## src/cesc_pkg.sv

```systemverilog
// Shared types and codes for the capability entry scanner.
// Holds the result status codes, the result record and the queue entry record.
// No dependencies.
`default_nettype none

package cesc_pkg;

  // Result status codes
  localparam logic [2:0] ST_BYTE = 3'd0;
  localparam logic [2:0] ST_END  = 3'd1;
  localparam logic [2:0] ST_NUM  = 3'd2;
  localparam logic [2:0] ST_FLAG = 3'd3;
  localparam logic [2:0] ST_NONE = 3'd4;
  localparam logic [2:0] ST_TYPE = 3'd5;

  // Queue between scanner front and result back end
  localparam int QDEPTH = 4;
  localparam int QPTR_W = 2;
  localparam int QCNT_W = 3;

  typedef struct packed {
    logic [2:0]  status;
    logic [7:0]  data_byte;
    logic [15:0] number_value;
  } cesc_result_t;

  // One queue entry: the results caused by one input byte (one or two)
  typedef struct packed {
    logic         two;
    cesc_result_t r0;
    cesc_result_t r1;
  } cesc_entry_t;

  function automatic cesc_result_t mk_res(input logic [2:0] st, input logic [7:0] data,
                                          input logic [15:0] num);
    cesc_result_t r;
    r.status       = st;
    r.data_byte    = data;
    r.number_value = num;
    return r;
  endfunction

endpackage

`default_nettype wire

```

## src/capability_entry_scanner.sv

```systemverilog
// Top level of the capability entry scanner: front end, result queue and back end.
// Depends on cesc_pkg, cesc_front, cesc_queue and cesc_back.
// Throughput: one entry byte per cycle unless the queue is full; results leave at one per cycle while popped.
// A result reaches the ports through the result queue and then the back-end output register.
// Push stalls only while the four-entry queue is full; a two-result byte drains over two pops.
// Reset (rst, synchronous): clears registers, scan state and queue.
`default_nettype none

module capability_entry_scanner
  import cesc_pkg::*;
(
  input  wire logic        clk,
  input  wire logic        rst,
  input  wire logic        push,
  output logic             full,
  input  wire logic [7:0]  entry_byte,
  output logic             empty,
  input  wire logic        pop,
  output logic [2:0]       status,
  output logic [7:0]       data_byte,
  output logic [15:0]      number_value,
  output logic             run_last,
  input  wire logic        cfg_valid,
  output logic             cfg_ready,
  input  wire logic [1:0]  cfg_index,
  input  wire logic [7:0]  cfg_data
);

  logic        q_wr, q_rd, q_full, q_empty;
  cesc_entry_t q_wdata, q_rdata;

  assign full      = q_full;
  assign cfg_ready = 1'b1;

  cesc_front u_front (
    .clk        (clk),
    .rst        (rst),
    .push       (push),
    .entry_byte (entry_byte),
    .q_full     (q_full),
    .cfg_valid  (cfg_valid),
    .cfg_index  (cfg_index),
    .cfg_data   (cfg_data),
    .q_wr       (q_wr),
    .q_entry    (q_wdata)
  );

  cesc_queue u_queue (
    .clk     (clk),
    .rst     (rst),
    .wr      (q_wr),
    .wr_data (q_wdata),
    .rd      (q_rd),
    .rd_data (q_rdata),
    .full    (q_full),
    .empty   (q_empty)
  );

  cesc_back u_back (
    .clk          (clk),
    .rst          (rst),
    .q_data       (q_rdata),
    .q_empty      (q_empty),
    .q_rd         (q_rd),
    .pop          (pop),
    .empty        (empty),
    .status       (status),
    .data_byte    (data_byte),
    .number_value (number_value),
    .run_last     (run_last)
  );

endmodule

`default_nettype wire

```

## src/cesc_front.sv

```systemverilog
// Scanner front end: configuration registers and the per-byte scan state machine.
// Classifies each byte and writes the results it causes into the result queue.
// Depends on cesc_pkg.
`default_nettype none

module cesc_front
  import cesc_pkg::*;
(
  input  wire logic        clk,
  input  wire logic        rst,
  input  wire logic        push,
  input  wire logic [7:0]  entry_byte,
  input  wire logic        q_full,
  input  wire logic        cfg_valid,
  input  wire logic [1:0]  cfg_index,
  input  wire logic [7:0]  cfg_data,
  output logic             q_wr,
  output cesc_entry_t      q_entry
);

  // Scan phases
  localparam logic [3:0] PH_NAME   = 4'd0;
  localparam logic [3:0] PH_FIRST  = 4'd1;
  localparam logic [3:0] PH_SECOND = 4'd2;
  localparam logic [3:0] PH_SKIP   = 4'd3;
  localparam logic [3:0] PH_MARK   = 4'd4;
  localparam logic [3:0] PH_NUM    = 4'd5;
  localparam logic [3:0] PH_STR    = 4'd6;
  localparam logic [3:0] PH_CARET  = 4'd7;
  localparam logic [3:0] PH_ESC    = 4'd8;
  localparam logic [3:0] PH_OCT    = 4'd9;
  localparam logic [3:0] PH_DONE   = 4'd10;

  // Register indexes and query modes
  localparam logic [1:0] REG_ID_FIRST  = 2'd0;
  localparam logic [1:0] REG_ID_SECOND = 2'd1;
  localparam logic [1:0] REG_MODE      = 2'd2;
  localparam logic [1:0] MODE_STRING   = 2'd0;
  localparam logic [1:0] MODE_NUMBER   = 2'd1;
  localparam logic [1:0] MODE_FLAG     = 2'd2;

  // Characters
  localparam logic [7:0] CH_NUL    = 8'h00;
  localparam logic [7:0] CH_COLON  = 8'h3A;
  localparam logic [7:0] CH_EQ     = 8'h3D;
  localparam logic [7:0] CH_HASH   = 8'h23;
  localparam logic [7:0] CH_A      = 8'h41;
  localparam logic [7:0] CH_CARET  = 8'h5E;
  localparam logic [7:0] CH_BSLASH = 8'h5C;
  localparam logic [7:0] CH_ZERO   = 8'h30;
  localparam logic [7:0] CH_THREE  = 8'h33;
  localparam logic [7:0] CH_NINE   = 8'h39;
  localparam logic [7:0] CH_ESC    = 8'h1B;
  localparam logic [7:0] CH_LC_N   = 8'h6E;
  localparam logic [7:0] CH_LC_R   = 8'h72;
  localparam logic [7:0] CH_LC_T   = 8'h74;
  localparam logic [7:0] CH_LC_B   = 8'h62;
  localparam logic [7:0] CH_LC_F   = 8'h66;
  localparam logic [7:0] CH_UC_E   = 8'h45;

  logic [7:0]  cap_id_first;
  logic [7:0]  cap_id_second;
  logic [1:0]  query_mode;

  logic [3:0]  phase, phase_next;
  logic [7:0]  oct_acc, oct_acc_next;
  logic [15:0] num_acc, num_acc_next;
  logic        fcm, fcm_next;

  logic        accept;
  logic        is_nul, is_digit;
  logic [19:0] num_prod;
  logic [15:0] num_sat;
  logic [7:0]  esc_char;

  // String byte decode, shared by the string phase and the octal exit
  logic         sb_emit, sb_end;
  logic [3:0]   sb_phase;
  cesc_result_t sb_res;

  logic [1:0]   cnt;
  cesc_result_t r0, r1;
  logic         do_end;

  assign accept   = push && !q_full;
  assign is_nul   = (entry_byte == CH_NUL);
  assign is_digit = (entry_byte >= CH_ZERO) && (entry_byte <= CH_NINE);

  // Decimal accumulate: acc * 10 + digit, saturate at 16 bits
  assign num_prod = ({4'b0, num_acc} << 3) + ({4'b0, num_acc} << 1) + {16'b0, entry_byte[3:0]};
  assign num_sat  = (num_prod > 20'd65535) ? 16'hFFFF : num_prod[15:0];

  // Backslash escape translation
  always_comb begin
    case (entry_byte)
      CH_UC_E: esc_char = CH_ESC;
      CH_LC_N: esc_char = 8'd10;
      CH_LC_R: esc_char = 8'd13;
      CH_LC_T: esc_char = 8'd9;
      CH_LC_B: esc_char = 8'd8;
      CH_LC_F: esc_char = 8'd12;
      default: esc_char = entry_byte;
    endcase
  end

  // Plain string byte
  always_comb begin
    sb_emit  = 1'b0;
    sb_end   = 1'b0;
    sb_phase = PH_STR;
    sb_res   = mk_res(ST_BYTE, entry_byte, 16'd0);
    if (is_nul) begin
      sb_emit = 1'b1;
      sb_end  = 1'b1;
      sb_res  = mk_res(ST_END, 8'd0, 16'd0);
    end else if (entry_byte == CH_COLON) begin
      sb_emit  = 1'b1;
      sb_phase = PH_DONE;
      sb_res   = mk_res(ST_END, 8'd0, 16'd0);
    end else if (entry_byte == CH_CARET) begin
      sb_phase = PH_CARET;
    end else if (entry_byte == CH_BSLASH) begin
      sb_phase = PH_ESC;
    end else begin
      sb_emit = 1'b1;
    end
  end

  // Scan state machine
  always_comb begin
    phase_next   = phase;
    oct_acc_next = oct_acc;
    num_acc_next = num_acc;
    fcm_next     = fcm;
    cnt          = 2'd0;
    r0           = mk_res(ST_NONE, 8'd0, 16'd0);
    r1           = sb_res;
    do_end       = 1'b0;
    case (phase)
      PH_NAME: begin
        if (is_nul) begin
          cnt = 2'd1; do_end = 1'b1;
        end else if (entry_byte == CH_COLON) begin
          phase_next = PH_FIRST;
        end
      end
      PH_FIRST: begin
        if (is_nul) begin
          cnt = 2'd1; do_end = 1'b1;
        end else if (entry_byte != CH_COLON) begin
          fcm_next   = (entry_byte == cap_id_first);
          phase_next = PH_SECOND;
        end
      end
      PH_SECOND: begin
        fcm_next = 1'b0;
        if (is_nul) begin
          cnt = 2'd1; do_end = 1'b1;
        end else if (entry_byte == CH_COLON) begin
          phase_next = PH_FIRST;
        end else if (fcm && entry_byte == cap_id_second) begin
          if (query_mode == MODE_FLAG) begin
            cnt        = 2'd1;
            r0         = mk_res(ST_FLAG, 8'd0, 16'd0);
            phase_next = PH_DONE;
          end else begin
            phase_next = PH_MARK;
          end
        end else begin
          phase_next = PH_SKIP;
        end
      end
      PH_SKIP: begin
        if (is_nul) begin
          cnt = 2'd1; do_end = 1'b1;
        end else if (entry_byte == CH_COLON) begin
          phase_next = PH_FIRST;
        end
      end
      PH_MARK: begin
        if (query_mode == MODE_STRING && entry_byte == CH_EQ) begin
          phase_next = PH_STR;
        end else if (query_mode == MODE_NUMBER && entry_byte == CH_HASH) begin
          num_acc_next = 16'd0;
          phase_next   = PH_NUM;
        end else begin
          cnt        = 2'd1;
          r0         = mk_res(ST_TYPE, 8'd0, 16'd0);
          do_end     = is_nul;
          phase_next = PH_DONE;
        end
      end
      PH_NUM: begin
        if (is_digit) begin
          num_acc_next = num_sat;
        end else begin
          cnt        = 2'd1;
          r0         = mk_res(ST_NUM, 8'd0, num_acc);
          do_end     = is_nul;
          phase_next = PH_DONE;
        end
      end
      PH_STR: begin
        cnt        = {1'b0, sb_emit};
        r0         = sb_res;
        do_end     = sb_end;
        phase_next = sb_phase;
      end
      PH_CARET: begin
        cnt = 2'd1;
        if (is_nul) begin
          r0     = mk_res(ST_END, 8'd0, 16'd0);
          do_end = 1'b1;
        end else begin
          r0         = mk_res(ST_BYTE, entry_byte - CH_A, 16'd0);
          phase_next = PH_STR;
        end
      end
      PH_ESC: begin
        phase_next = PH_STR;
        if (is_nul) begin
          cnt    = 2'd1;
          r0     = mk_res(ST_END, 8'd0, 16'd0);
          do_end = 1'b1;
        end else if (entry_byte >= CH_ZERO && entry_byte <= CH_THREE) begin
          oct_acc_next = {6'd0, entry_byte[1:0]};
          phase_next   = PH_OCT;
        end else begin
          cnt = 2'd1;
          r0  = mk_res(ST_BYTE, esc_char, 16'd0);
        end
      end
      PH_OCT: begin
        if (is_digit) begin
          oct_acc_next = {oct_acc[4:0], 3'b000} + {4'd0, entry_byte[3:0]};
        end else begin
          cnt          = sb_emit ? 2'd2 : 2'd1;
          r0           = mk_res(ST_BYTE, oct_acc, 16'd0);
          oct_acc_next = 8'd0;
          do_end       = sb_end;
          phase_next   = sb_phase;
        end
      end
      default: begin
        do_end     = is_nul;
        phase_next = PH_DONE;
      end
    endcase
    // Zero byte closes the entry and rewinds the scan
    if (do_end) begin
      phase_next   = PH_NAME;
      oct_acc_next = 8'd0;
      num_acc_next = 16'd0;
      fcm_next     = 1'b0;
    end
  end

  // Hand results to the queue
  assign q_wr    = accept && (cnt != 2'd0);
  assign q_entry = '{two: cnt[1], r0: r0, r1: r1};

  // Advance scan state on each accepted byte
  always_ff @(posedge clk) begin
    if (rst) begin
      phase   <= PH_NAME;
      oct_acc <= 8'd0;
      num_acc <= 16'd0;
      fcm     <= 1'b0;
    end else if (accept) begin
      phase   <= phase_next;
      oct_acc <= oct_acc_next;
      num_acc <= num_acc_next;
      fcm     <= fcm_next;
    end
  end

  // Configuration writes
  always_ff @(posedge clk) begin
    if (rst) begin
      cap_id_first  <= 8'd0;
      cap_id_second <= 8'd0;
      query_mode    <= MODE_STRING;
    end else if (cfg_valid) begin
      case (cfg_index)
        REG_ID_FIRST:  cap_id_first  <= cfg_data;
        REG_ID_SECOND: cap_id_second <= cfg_data;
        REG_MODE:      query_mode    <= cfg_data[1:0];
        default: ;
      endcase
    end
  end

endmodule

`default_nettype wire

```

## src/cesc_queue.sv

```systemverilog
// Small register queue between the scanner front end and the result back end.
// Each entry carries the one or two results caused by one input byte.
// Depends on cesc_pkg.
`default_nettype none

module cesc_queue
  import cesc_pkg::*;
(
  input  wire logic  clk,
  input  wire logic  rst,
  input  wire logic  wr,
  input  wire cesc_entry_t wr_data,
  input  wire logic  rd,
  output cesc_entry_t rd_data,
  output logic       full,
  output logic       empty
);

  cesc_entry_t       mem [QDEPTH];
  logic [QPTR_W-1:0] wr_ptr, rd_ptr;
  logic [QCNT_W-1:0] count;
  logic              do_wr, do_rd;

  assign full    = (count == QCNT_W'(QDEPTH));
  assign empty   = (count == '0);
  assign do_wr   = wr && !full;
  assign do_rd   = rd && !empty;
  assign rd_data = mem[rd_ptr];

  // Store entries
  always_ff @(posedge clk) begin
    if (do_wr) begin
      mem[wr_ptr] <= wr_data;
    end
  end

  // Advance pointers and occupancy
  always_ff @(posedge clk) begin
    if (rst) begin
      wr_ptr <= '0;
      rd_ptr <= '0;
      count  <= '0;
    end else begin
      if (do_wr) wr_ptr <= wr_ptr + 1'b1;
      if (do_rd) rd_ptr <= rd_ptr + 1'b1;
      if (do_wr && !do_rd) count <= count + 1'b1;
      else if (!do_wr && do_rd) count <= count - 1'b1;
    end
  end

  a_cnt_bound: assert property (@(posedge clk) disable iff (rst)
    count <= QCNT_W'(QDEPTH))
    else $error("queue occupancy above depth");

  a_cnt_up: assert property (@(posedge clk) disable iff (rst)
    (do_wr && !do_rd) |=> (count == $past(count) + 1'b1))
    else $error("queue occupancy did not grow on write");

  a_ptr_gap: assert property (@(posedge clk) disable iff (rst)
    (count != QCNT_W'(QDEPTH)) |-> (wr_ptr - rd_ptr == count[QPTR_W-1:0]))
    else $error("queue pointers disagree with occupancy");

  a_reset: assert property (@(posedge clk)
    rst |=> (count == '0))
    else $error("queue not empty after reset");

endmodule

`default_nettype wire

```

## src/cesc_back.sv

```systemverilog
// Result back end: output register that unpacks queue entries into single results.
// Presents the oldest result and marks the last result of each input byte.
// Depends on cesc_pkg.
`default_nettype none

module cesc_back
  import cesc_pkg::*;
(
  input  wire logic   clk,
  input  wire logic   rst,
  input  wire cesc_entry_t q_data,
  input  wire logic   q_empty,
  output logic        q_rd,
  input  wire logic   pop,
  output logic        empty,
  output logic [2:0]  status,
  output logic [7:0]  data_byte,
  output logic [15:0] number_value,
  output logic        run_last
);

  cesc_entry_t  cur;
  logic         cur_valid;
  logic         sel;
  logic         last, transfer, load;
  cesc_result_t shown;

  assign last     = !cur.two || sel;
  assign transfer = pop && cur_valid;
  assign load     = !cur_valid || (transfer && last);
  assign q_rd     = load && !q_empty;

  assign shown        = sel ? cur.r1 : cur.r0;
  assign empty        = !cur_valid;
  assign status       = shown.status;
  assign data_byte    = shown.data_byte;
  assign number_value = shown.number_value;
  assign run_last     = last;

  // Hold the current entry; step to its second result or reload from the queue
  always_ff @(posedge clk) begin
    if (rst) begin
      cur_valid <= 1'b0;
      sel       <= 1'b0;
    end else if (load) begin
      cur_valid <= !q_empty;
      sel       <= 1'b0;
    end else if (transfer) begin
      sel <= 1'b1;
    end
  end

  always_ff @(posedge clk) begin
    if (load) begin
      cur <= q_data;
    end
  end

endmodule

`default_nettype wire
```

## config.mk

```make
export PLATFORM = sky130hd
export DESIGN_NAME = capability_entry_scanner
export DESIGN_NICKNAME = d
export VERILOG_FILES = /design/src/cesc_pkg.sv /design/src/capability_entry_scanner.sv /design/src/cesc_front.sv /design/src/cesc_queue.sv /design/src/cesc_back.sv
export SDC_FILE = /design/constraint.sdc
export NUM_CORES = 1
export LEC_CHECK = 0
export BUFFER_PORTS_ARGS = -buffer_cell sky130_fd_sc_hd__buf_2
export CAP_MARGIN = 20
export CELL_PAD_IN_SITES_DETAIL_PLACEMENT = 0
export CELL_PAD_IN_SITES_GLOBAL_PLACEMENT = 1
export CORE_MARGIN = 3
export CORE_UTILIZATION = 51
export DETAILED_ROUTE_END_ITERATION = 7
export GPL_TIMING_DRIVEN = 1
export PLACE_DENSITY_LB_ADDON = 0.1
export SLEW_MARGIN = 40
export SYNTH_ARGS = -nofsm -noshare
export SYNTH_HDL_FRONTEND = slang
export SYNTH_SLANG_ARGS = --single-unit
```

## constraint.sdc

```tcl
create_clock -name clk -period 4.97 [get_ports clk]
set_clock_uncertainty 0.1 [all_clocks]
set_input_delay 0.7455 -clock clk [delete_from_list [all_inputs] [get_ports clk]]
set_output_delay 0.7455 -clock clk [all_outputs]
set_load 0.05 [all_outputs]
```

==> reports/summary.txt, run 1 <==
syn nets -> 941
pin count of the biggest net entering global routing -> 42
Worst Tran Pin Value -> 0.786 ns
number of global-route vias before repair -> 7132
worst min path class -> in -> reg
Post-Place Cell Area -> 12000 um2
Multi-input gate area -> 4490 um2
Clk Tree Root Cell -> clkbuf_16
grt ovf -> 0
fin nets -> 986
Max Fclk -> 0.262 GHz
Worst Setup End Kind -> flip-flop
DR vias/cell -> 5.87
pwr dens -> 430 nW/um2
endpoints failing hold -> 0
M2 GR Usage -> 33.6%
Data required, critical path -> 5.28 ns
Pins Over Slew Limit -> 0
Synth Flop Type -> edfxtp_1
GR Layer Usage met3 -> 3.22%
Setup CP Type -> in -> reg
final instance area -> 12900 um2
setup TNS -> 0 ns
Core Area -> 22000 um2
CTS Buf Count -> 26
Largest delay share family, worst path -> compound AO/OA/AOI/OAI gates
Post-Syn Instances -> 872
peak supply drop -> 283 uV
Slew HR -> 47.5%
post-synthesis cell type count -> 75
layout cell share with drive strength beyond 1 -> 19.0%
Die H -> 156 um
Initial DRC Count -> 446
CTS Buffer Depth -> 3
GP Congestion -> 0.890
Max Cap Viol -> 0
post-synthesis sequential area ratio -> 58.3%
DIE WIDTH -> 156 um
fraction of registers with async set/reset -> 0%
Post-synth EDFFs -> 185
post_cts resized -> 0
fill count -> 1732
Cell Area, Synth -> 11400 um2
CP max stage delay -> 0.44 ns
Buf+Inv Stages, Crit Path -> 2
CTS tree -> done
Reg area -> 6680 um2
WP data arrival -> 4.14 ns
GRT met1 Usage -> 30.9%
worst skew pair latency -> 0.53 ns
Avg Cell Area, Syn -> 13.1 um2
WL/cell -> 20.8 um
die area -> 24300 um2
post-CTS setup buffers -> 0
Ports -> 54
DRT Wirelength -> 25300 um
Final Critical Period -> 3.82 ns
Antenna Violating Nets Remaining -> 0
Antenna Cells -> 0
first-pass GRT wire length -> 39900 um
gr usage total -> 21.0%
Top Usage Layer GRT -> met2
H-tree levels -> 1
clk sink count -> 241
Via Count -> 7140
DR pass1 iterations -> 5
RSZ-0062 raised after global routing -> no
Initial Utilization -> 52.1%
number of antenna violations at the first check in global routing -> 0
startpoint types -> input port
worst-path fanout max -> 21
yosys warns -> 0
Slowest-stage cell, CP -> fa_1
status -> completed
critical-path cell list -> buf_2, ha_1, ha_1, fa_1, a211oi_1, o21ai_0, nand3_1, nand2_1, a221oi_1, mux2_2, o41ai_4, buf_4, nand2_1
clock slew seen by the registers of the worst setup and hold paths -> 0.06 ns
Tcrit/Tclk final -> 76.9%
Detailed Place HPWL -> 17300 um
std cell rows -> 54
area growth from synthesis to layout -> 12.5%
# port buffers -> 52
Seq cells post-synth -> 241
P_leak -> 0.00489 uW
Post-route DRC -> 0
hold buffers post-CTS -> 0
final setup violation count -> 0
==> where the power goes <==
group,internal [uW],switching [uW],leakage [uW]
Clock,1140,773,0.000414
Combinational,383,788,0.00223
Sequential,2370,90.1,0.00225
Total,3890,1650,0.00489
==> cell type report <==
| cell class | instances | area share, % |
|---|---|---|
| inverters | 13 | 0.379 |
| clock inverters | 18 | 1.48 |
| flip-flops and latches | 241 | 51.9 |
| well taps | 280 | 2.72 |
| clock buffers | 30 | 5.25 |
| multi-input cells | 567 | 34.9 |
| repair buffers | 68 | 3.36 |
==> synth_stat cells, drive strengths merged, types with 11 or more instances <==
master | number | area (um2)
nor2b | 26 | 163
buf | 29 | 153
ha | 43 | 538
mux2i | 22 | 220
mux4 | 37 | 833
xor2 | 19 | 166
a22oi | 17 | 128
o21ai | 27 | 139
inv | 13 | 48.8
dfxtp | 56 | 1120
nand2 | 68 | 260
nor3 | 19 | 100
nand3 | 22 | 115
and3 | 23 | 144
nor2 | 60 | 225
clkbuf | 22 | 82.6
edfxtp | 185 | 5560
nor4 | 11 | 90.1
a21oi | 43 | 234
xnor2 | 20 | 175
==> worst register-to-register path, delay by kind of cell, from the launching register on <==
kind,cells,cell delay [ns]
AOI/OAI and AO/OA,4,1.02
and+or+nand+nor,3,0.33
adders and majority gates,2,1.01
buffers and inverters,1,0.26
DFF,1,0.45
muxes,1,0.40
==> layout by cell type, fill, tap and decap left out, types with 5 or more instances in the layout <==
cell type,count
nand2_1,66
mux2_2,10
buf_4,13
and3_1,23
ha_1,43
nor4_1,9
nand3_1,21
and2_1,7
nor3_1,18
clkbuf_16,26
dfxtp_1,55
o21bai_1,5
xor2_1,19
nor2_1,58
nand3b_1,5
mux4_2,37
mux2i_1,22
nor3b_1,5
nand2b_1,10
a211oi_1,6
xnor2_1,20
clkinv_2,5
nor2b_1,25
edfxtp_1,185
inv_1,13
a21oi_1,40
buf_2,51
a22oi_1,17
o21ai_0,24
==> cell families after synthesis <==
family	after synthesis	share of synthesized area (%)
DFF	241	58.3
other	1	0.0328
AOI/OAI and AO/OA	140	8.26
xor gates and xnor gates	39	2.99
and+or+nand+nor	272	12.5
muxes	69	10.2
adders and majority gates	46	5.23
buffers and inverters	64	2.48
==> state kept, by name, summed over array words and instances, names as in the netlist <==
register and flops:
u_queue.mem 148, u_back.cur 37, u_front.num_acc 16, u_front.cap_id_first 8
u_front.cap_id_second 8, u_front.oct_acc 8, u_front.phase 4, u_queue.count 3
u_front.query_mode 2, u_queue.rd_ptr 2, u_queue.wr_ptr 2, u_back.cur_valid 1
u_back.sel 1, u_front.fcm 1
==> layer usage <==
layer	vias to the layer above	part of all wire (%)	wire length, um
met4	0	2.0	508
met5	-	0	0
met2	185	46	11700
met3	35	4.6	1170
met1	3534	47	11900
li1	3386	-	-
==> worst paths after layout <==
path / startpoint / end / slack [ns] / depth (start not counted)
worst max-delay path: entry_byte[2] / u_front.num_acc[2]$_SDFFE_PP0P_ / 1.15 / 13
worst min-delay path: cfg_data[3] / u_front.cap_id_second[3]$_SDFFE_PP0P_ / 0.37 / 3
worst max register to register: u_front.num_acc[2]$_SDFFE_PP0P_ / u_front.num_acc[2]$_SDFFE_PP0P_ / 1.28 / 11
worst min register to register: u_front.fcm$_SDFFE_PP0P_ / u_front.fcm$_SDFFE_PP0P_ / 0.39 / 2
==> through the flow <==
stage | util (%) | total power [uW] | hold WS (ns) | cells | setup slack [ns]
3_5_place_dp | 54.6 | 3690 | 0.389 | 1169 | 0.628
5_1_grt | 58.6 | 5760 | 0.368 | 1217 | 0.910
6_report | 58.6 | 5540 | 0.367 | 1217 | 1.15
2_1_floorplan | - | 3410 | 0.341 | 872 | 1.12
4_1_cts | 58.6 | 5600 | 0.350 | 1217 | 1.18
3_3_place_gp | 54.6 | 3670 | 0.378 | 1169 | 0.765
No activity file was read; power rests on OpenSTA's default activity.
==> run 2: changes to the inputs <==
--- a/config.mk
+++ b/config.mk
@@ -10,7 +10,7 @@
 export CELL_PAD_IN_SITES_DETAIL_PLACEMENT = 0
 export CELL_PAD_IN_SITES_GLOBAL_PLACEMENT = 1
 export CORE_MARGIN = 3
-export CORE_UTILIZATION = 51
+export CORE_UTILIZATION = 46
 export DETAILED_ROUTE_END_ITERATION = 7
 export GPL_TIMING_DRIVEN = 1
 export PLACE_DENSITY_LB_ADDON = 0.1
==> constraint.sdc (replaced) <==
create_clock -name clk -period 3.3 [get_ports clk]
set_clock_uncertainty 0.1 [all_clocks]
set_input_delay 0.495 -clock clk [delete_from_list [all_inputs] [get_ports clk]]
set_output_delay 0.495 -clock clk [all_outputs]
set_load 0.05 [all_outputs]
==> reports/summary.txt, run 2 (synthesis gave the netlist of run 1 again) <==
status -> completed
Initial Utilization -> 46.9% (-5.2 points)
worst-path fanout max -> 8 (-62%)
Max Cap Viol -> 0 (unchanged)
Detailed Place HPWL -> 18800 um (+8.2%)
startpoint types -> flip-flop
register-to-register setup slack -> 0.13 ns (-1.15 ns)
Clk Tree Root Cell -> clkbuf_16
pin count of the biggest net entering global routing -> 40 (-4.8%)
max FFs per register -> 148 (unchanged)
std cell rows -> 57 (+5.6%)
endpoints failing hold -> 0 (unchanged)
Max Fclk -> 0.316 GHz
grt ovf -> 0 (unchanged)
DIE WIDTH -> 164 um (+5.1%)
Largest regs -> u_queue.mem: 148 flops, u_back.cur: 37 flops, u_front.num_acc: 16 flops
Top Usage Layer GRT -> met2
worst min path class -> in -> reg
CTS Buffer Depth -> 3 (unchanged)
layout cell share with drive strength beyond 1 -> 26.0% (+7.0 points)
Post-Place Cell Area -> 12700 um2 (+5.6%)
Pins Over Slew Limit -> 0 (unchanged)
GRT met1 Usage -> 28.3% (-2.6 points)
fin nets -> 1062 (+7.7%)
Antenna Violating Nets Remaining -> 0 (unchanged)
number of antenna violations at the first check in global routing -> 0 (unchanged)
Worst Setup End Kind -> flip-flop
hold_ws -> 0.114 ns (-0.253 ns)
area growth from synthesis to layout -> 18.3%
final instance area -> 13500 um2 (+5.1%)
commonest non-fill, non-tap cell in the layout -> edfxtp_1
Tcrit/Tclk final -> 95.9%
gr usage total -> 19.9% (-1.1 points)
DR vias/cell -> 5.54 (-5.6%)
Core Area -> 24400 um2 (+11%)
H-tree levels -> 1 (unchanged)
first-pass GRT wire length -> 42000 um (+5.4%)
clk sink count -> 241 (unchanged)
final setup violation count -> 0 (unchanged)
clock slew seen by the registers of the worst setup and hold paths -> 0.06 ns (about the same)
P_leak -> 0.00525 uW (+7.4%)
Setup CP Type -> reg -> reg
DR pass1 iterations -> 5 (unchanged)
pwr dens -> 607 nW/um2 (+41%)
CTS Buf Count -> 25 (-3.8%)
most frequent cells in the layout -> edfxtp_1 (185), buf_4 (86), nand2_1 (65)
GR Layer Usage met3 -> 2.98% (-0.24 points)
peak supply drop -> 428 uV (+51%)
Top reg by flops -> u_queue.mem
Ports -> 54 (unchanged)
Via Count -> 7398 (+3.6%)
M2 GR Usage -> 32.4% (-1.2 points)
# port buffers -> 52 (unchanged)
Die H -> 164 um (+5.1%)
Post-route DRC -> 0 (unchanged)
Initial DRC Count -> 510 (+14%)
GP Congestion -> 0.883 (-0.71%)
WL/cell -> 19.7 um (-5.3%)
WP data arrival -> 3.48 ns (-0.66 ns)
Data required, critical path -> 3.61 ns (-1.67 ns)
fill count -> 2088 (+21%)
DRT Wirelength -> 26300 um (+4.0%)
Slew HR -> 54.7% (+7.2 points)
Worst Tran Pin Value -> 0.678 ns (-0.108 ns)
die area -> 26800 um2 (+10%)
Antenna Cells -> 0 (unchanged)
number of global-route vias before repair -> 7627 (+6.9%)
CTS tree -> done
worst skew pair latency -> 0.53 ns (about the same)
Final Critical Period -> 3.17 ns
==> run 2: cell types whose count changed in the layout (fill, tap and decap cells not counted), moves of 2 or more <==
cell,change
buf_4,+73
and2_2,+4
ha_4,+3
clkinv_1,+4
ha_2,+2
a211oi_2,+3
dfxtp_2,+2
clkinvlp_4,-3
ha_1,-5
buf_6,+2
clkinv_2,-2
a211oi_1,-3
and2_1,-4
==> run 2: path summary, 6_finish.rpt <==
path                                                end  depth (start not counted)                       startpoint
setup / recovery        u_front.num_acc[1]$_SDFFE_PP0P_                         11  u_front.num_acc[0]$_SDFFE_PP0P_
hold / removal    u_front.cap_id_second[5]$_SDFFE_PP0P_                          3                      cfg_data[5]
setup reg to reg        u_front.num_acc[1]$_SDFFE_PP0P_                         11  u_front.num_acc[0]$_SDFFE_PP0P_
hold reg to reg                u_front.fcm$_SDFFE_PP0P_                          2         u_front.fcm$_SDFFE_PP0P_
==> run 2: stage by stage <==
step / total power [uW] / std cells / util, % / setup WS, ns / setup TNS, ns
6_report: 8210 / 1336 / 55.5 / 0.135 / 0
5_1_grt: 8550 / 1336 / 55.5 / -0.00955 / -0.0139
4_1_cts: 8300 / 1333 / 55.2 / 0.0140 / 0
3_5_place_dp: 5600 / 1287 / 51.9 / -0.259 / -4.13
3_3_place_gp: 5570 / 1287 / 51.9 / -0.252 / -4.02
2_1_floorplan: 5140 / 872 / - / -0.0855 / -0.849
==> run 2: final cells by class <==
type / count / area [um2] / share of cell area [%]
repair buffers: 145 / 1030 / 7.60
well taps: 324 / 405 / 3.00
multi-input cells: 567 / 4580 / 33.8
clock buffers: 29 / 641 / 4.73
flip-flops and latches: 241 / 6680 / 49.4
inverters: 13 / 48.8 / 0.361
clock inverters: 17 / 151 / 1.12
==> run 2: power breakdown <==
| group | internal (uW) | switching (uW) | total (uW) |
|---|---|---|---|
| Combinational | 623 | 1210 | 1830 |
| Clock | 1560 | 1140 | 2700 |
| Sequential | 3560 | 115 | 3680 |
==> run 2: metal layers <==
layer | share of wire (%) | vias to the layer above | routed length [um]
met1 | 47 | 3658 | 12200
met5 | 0 | - | 0
met4 | 2.0 | 0 | 516
li1 | - | 3550 | -
met2 | 47 | 154 | 12500
met3 | 4.1 | 36 | 1070
==> run 2: repair_timing <==
item | in CTS | in global routing
hold buffers | 0 | 0
setup endpoints to repair | 16 | 16
buffers inserted | 0 | 3
gates resized for setup | 1 | 7
pin swaps | 2 | 9
==> run 2: worst max-delay path, cell delays in order (launching register included) <==
cell and delay, ns:
dfxtp_2 0.34, fa_1 0.49, fa_2 0.37, a211oi_2 0.28
o21ai_1 0.12, nand3_1 0.12, nand2_2 0.10, a221oi_4 0.28
mux2_4 0.34, o41ai_4 0.27, buf_6 0.18, nand2_1 0.06
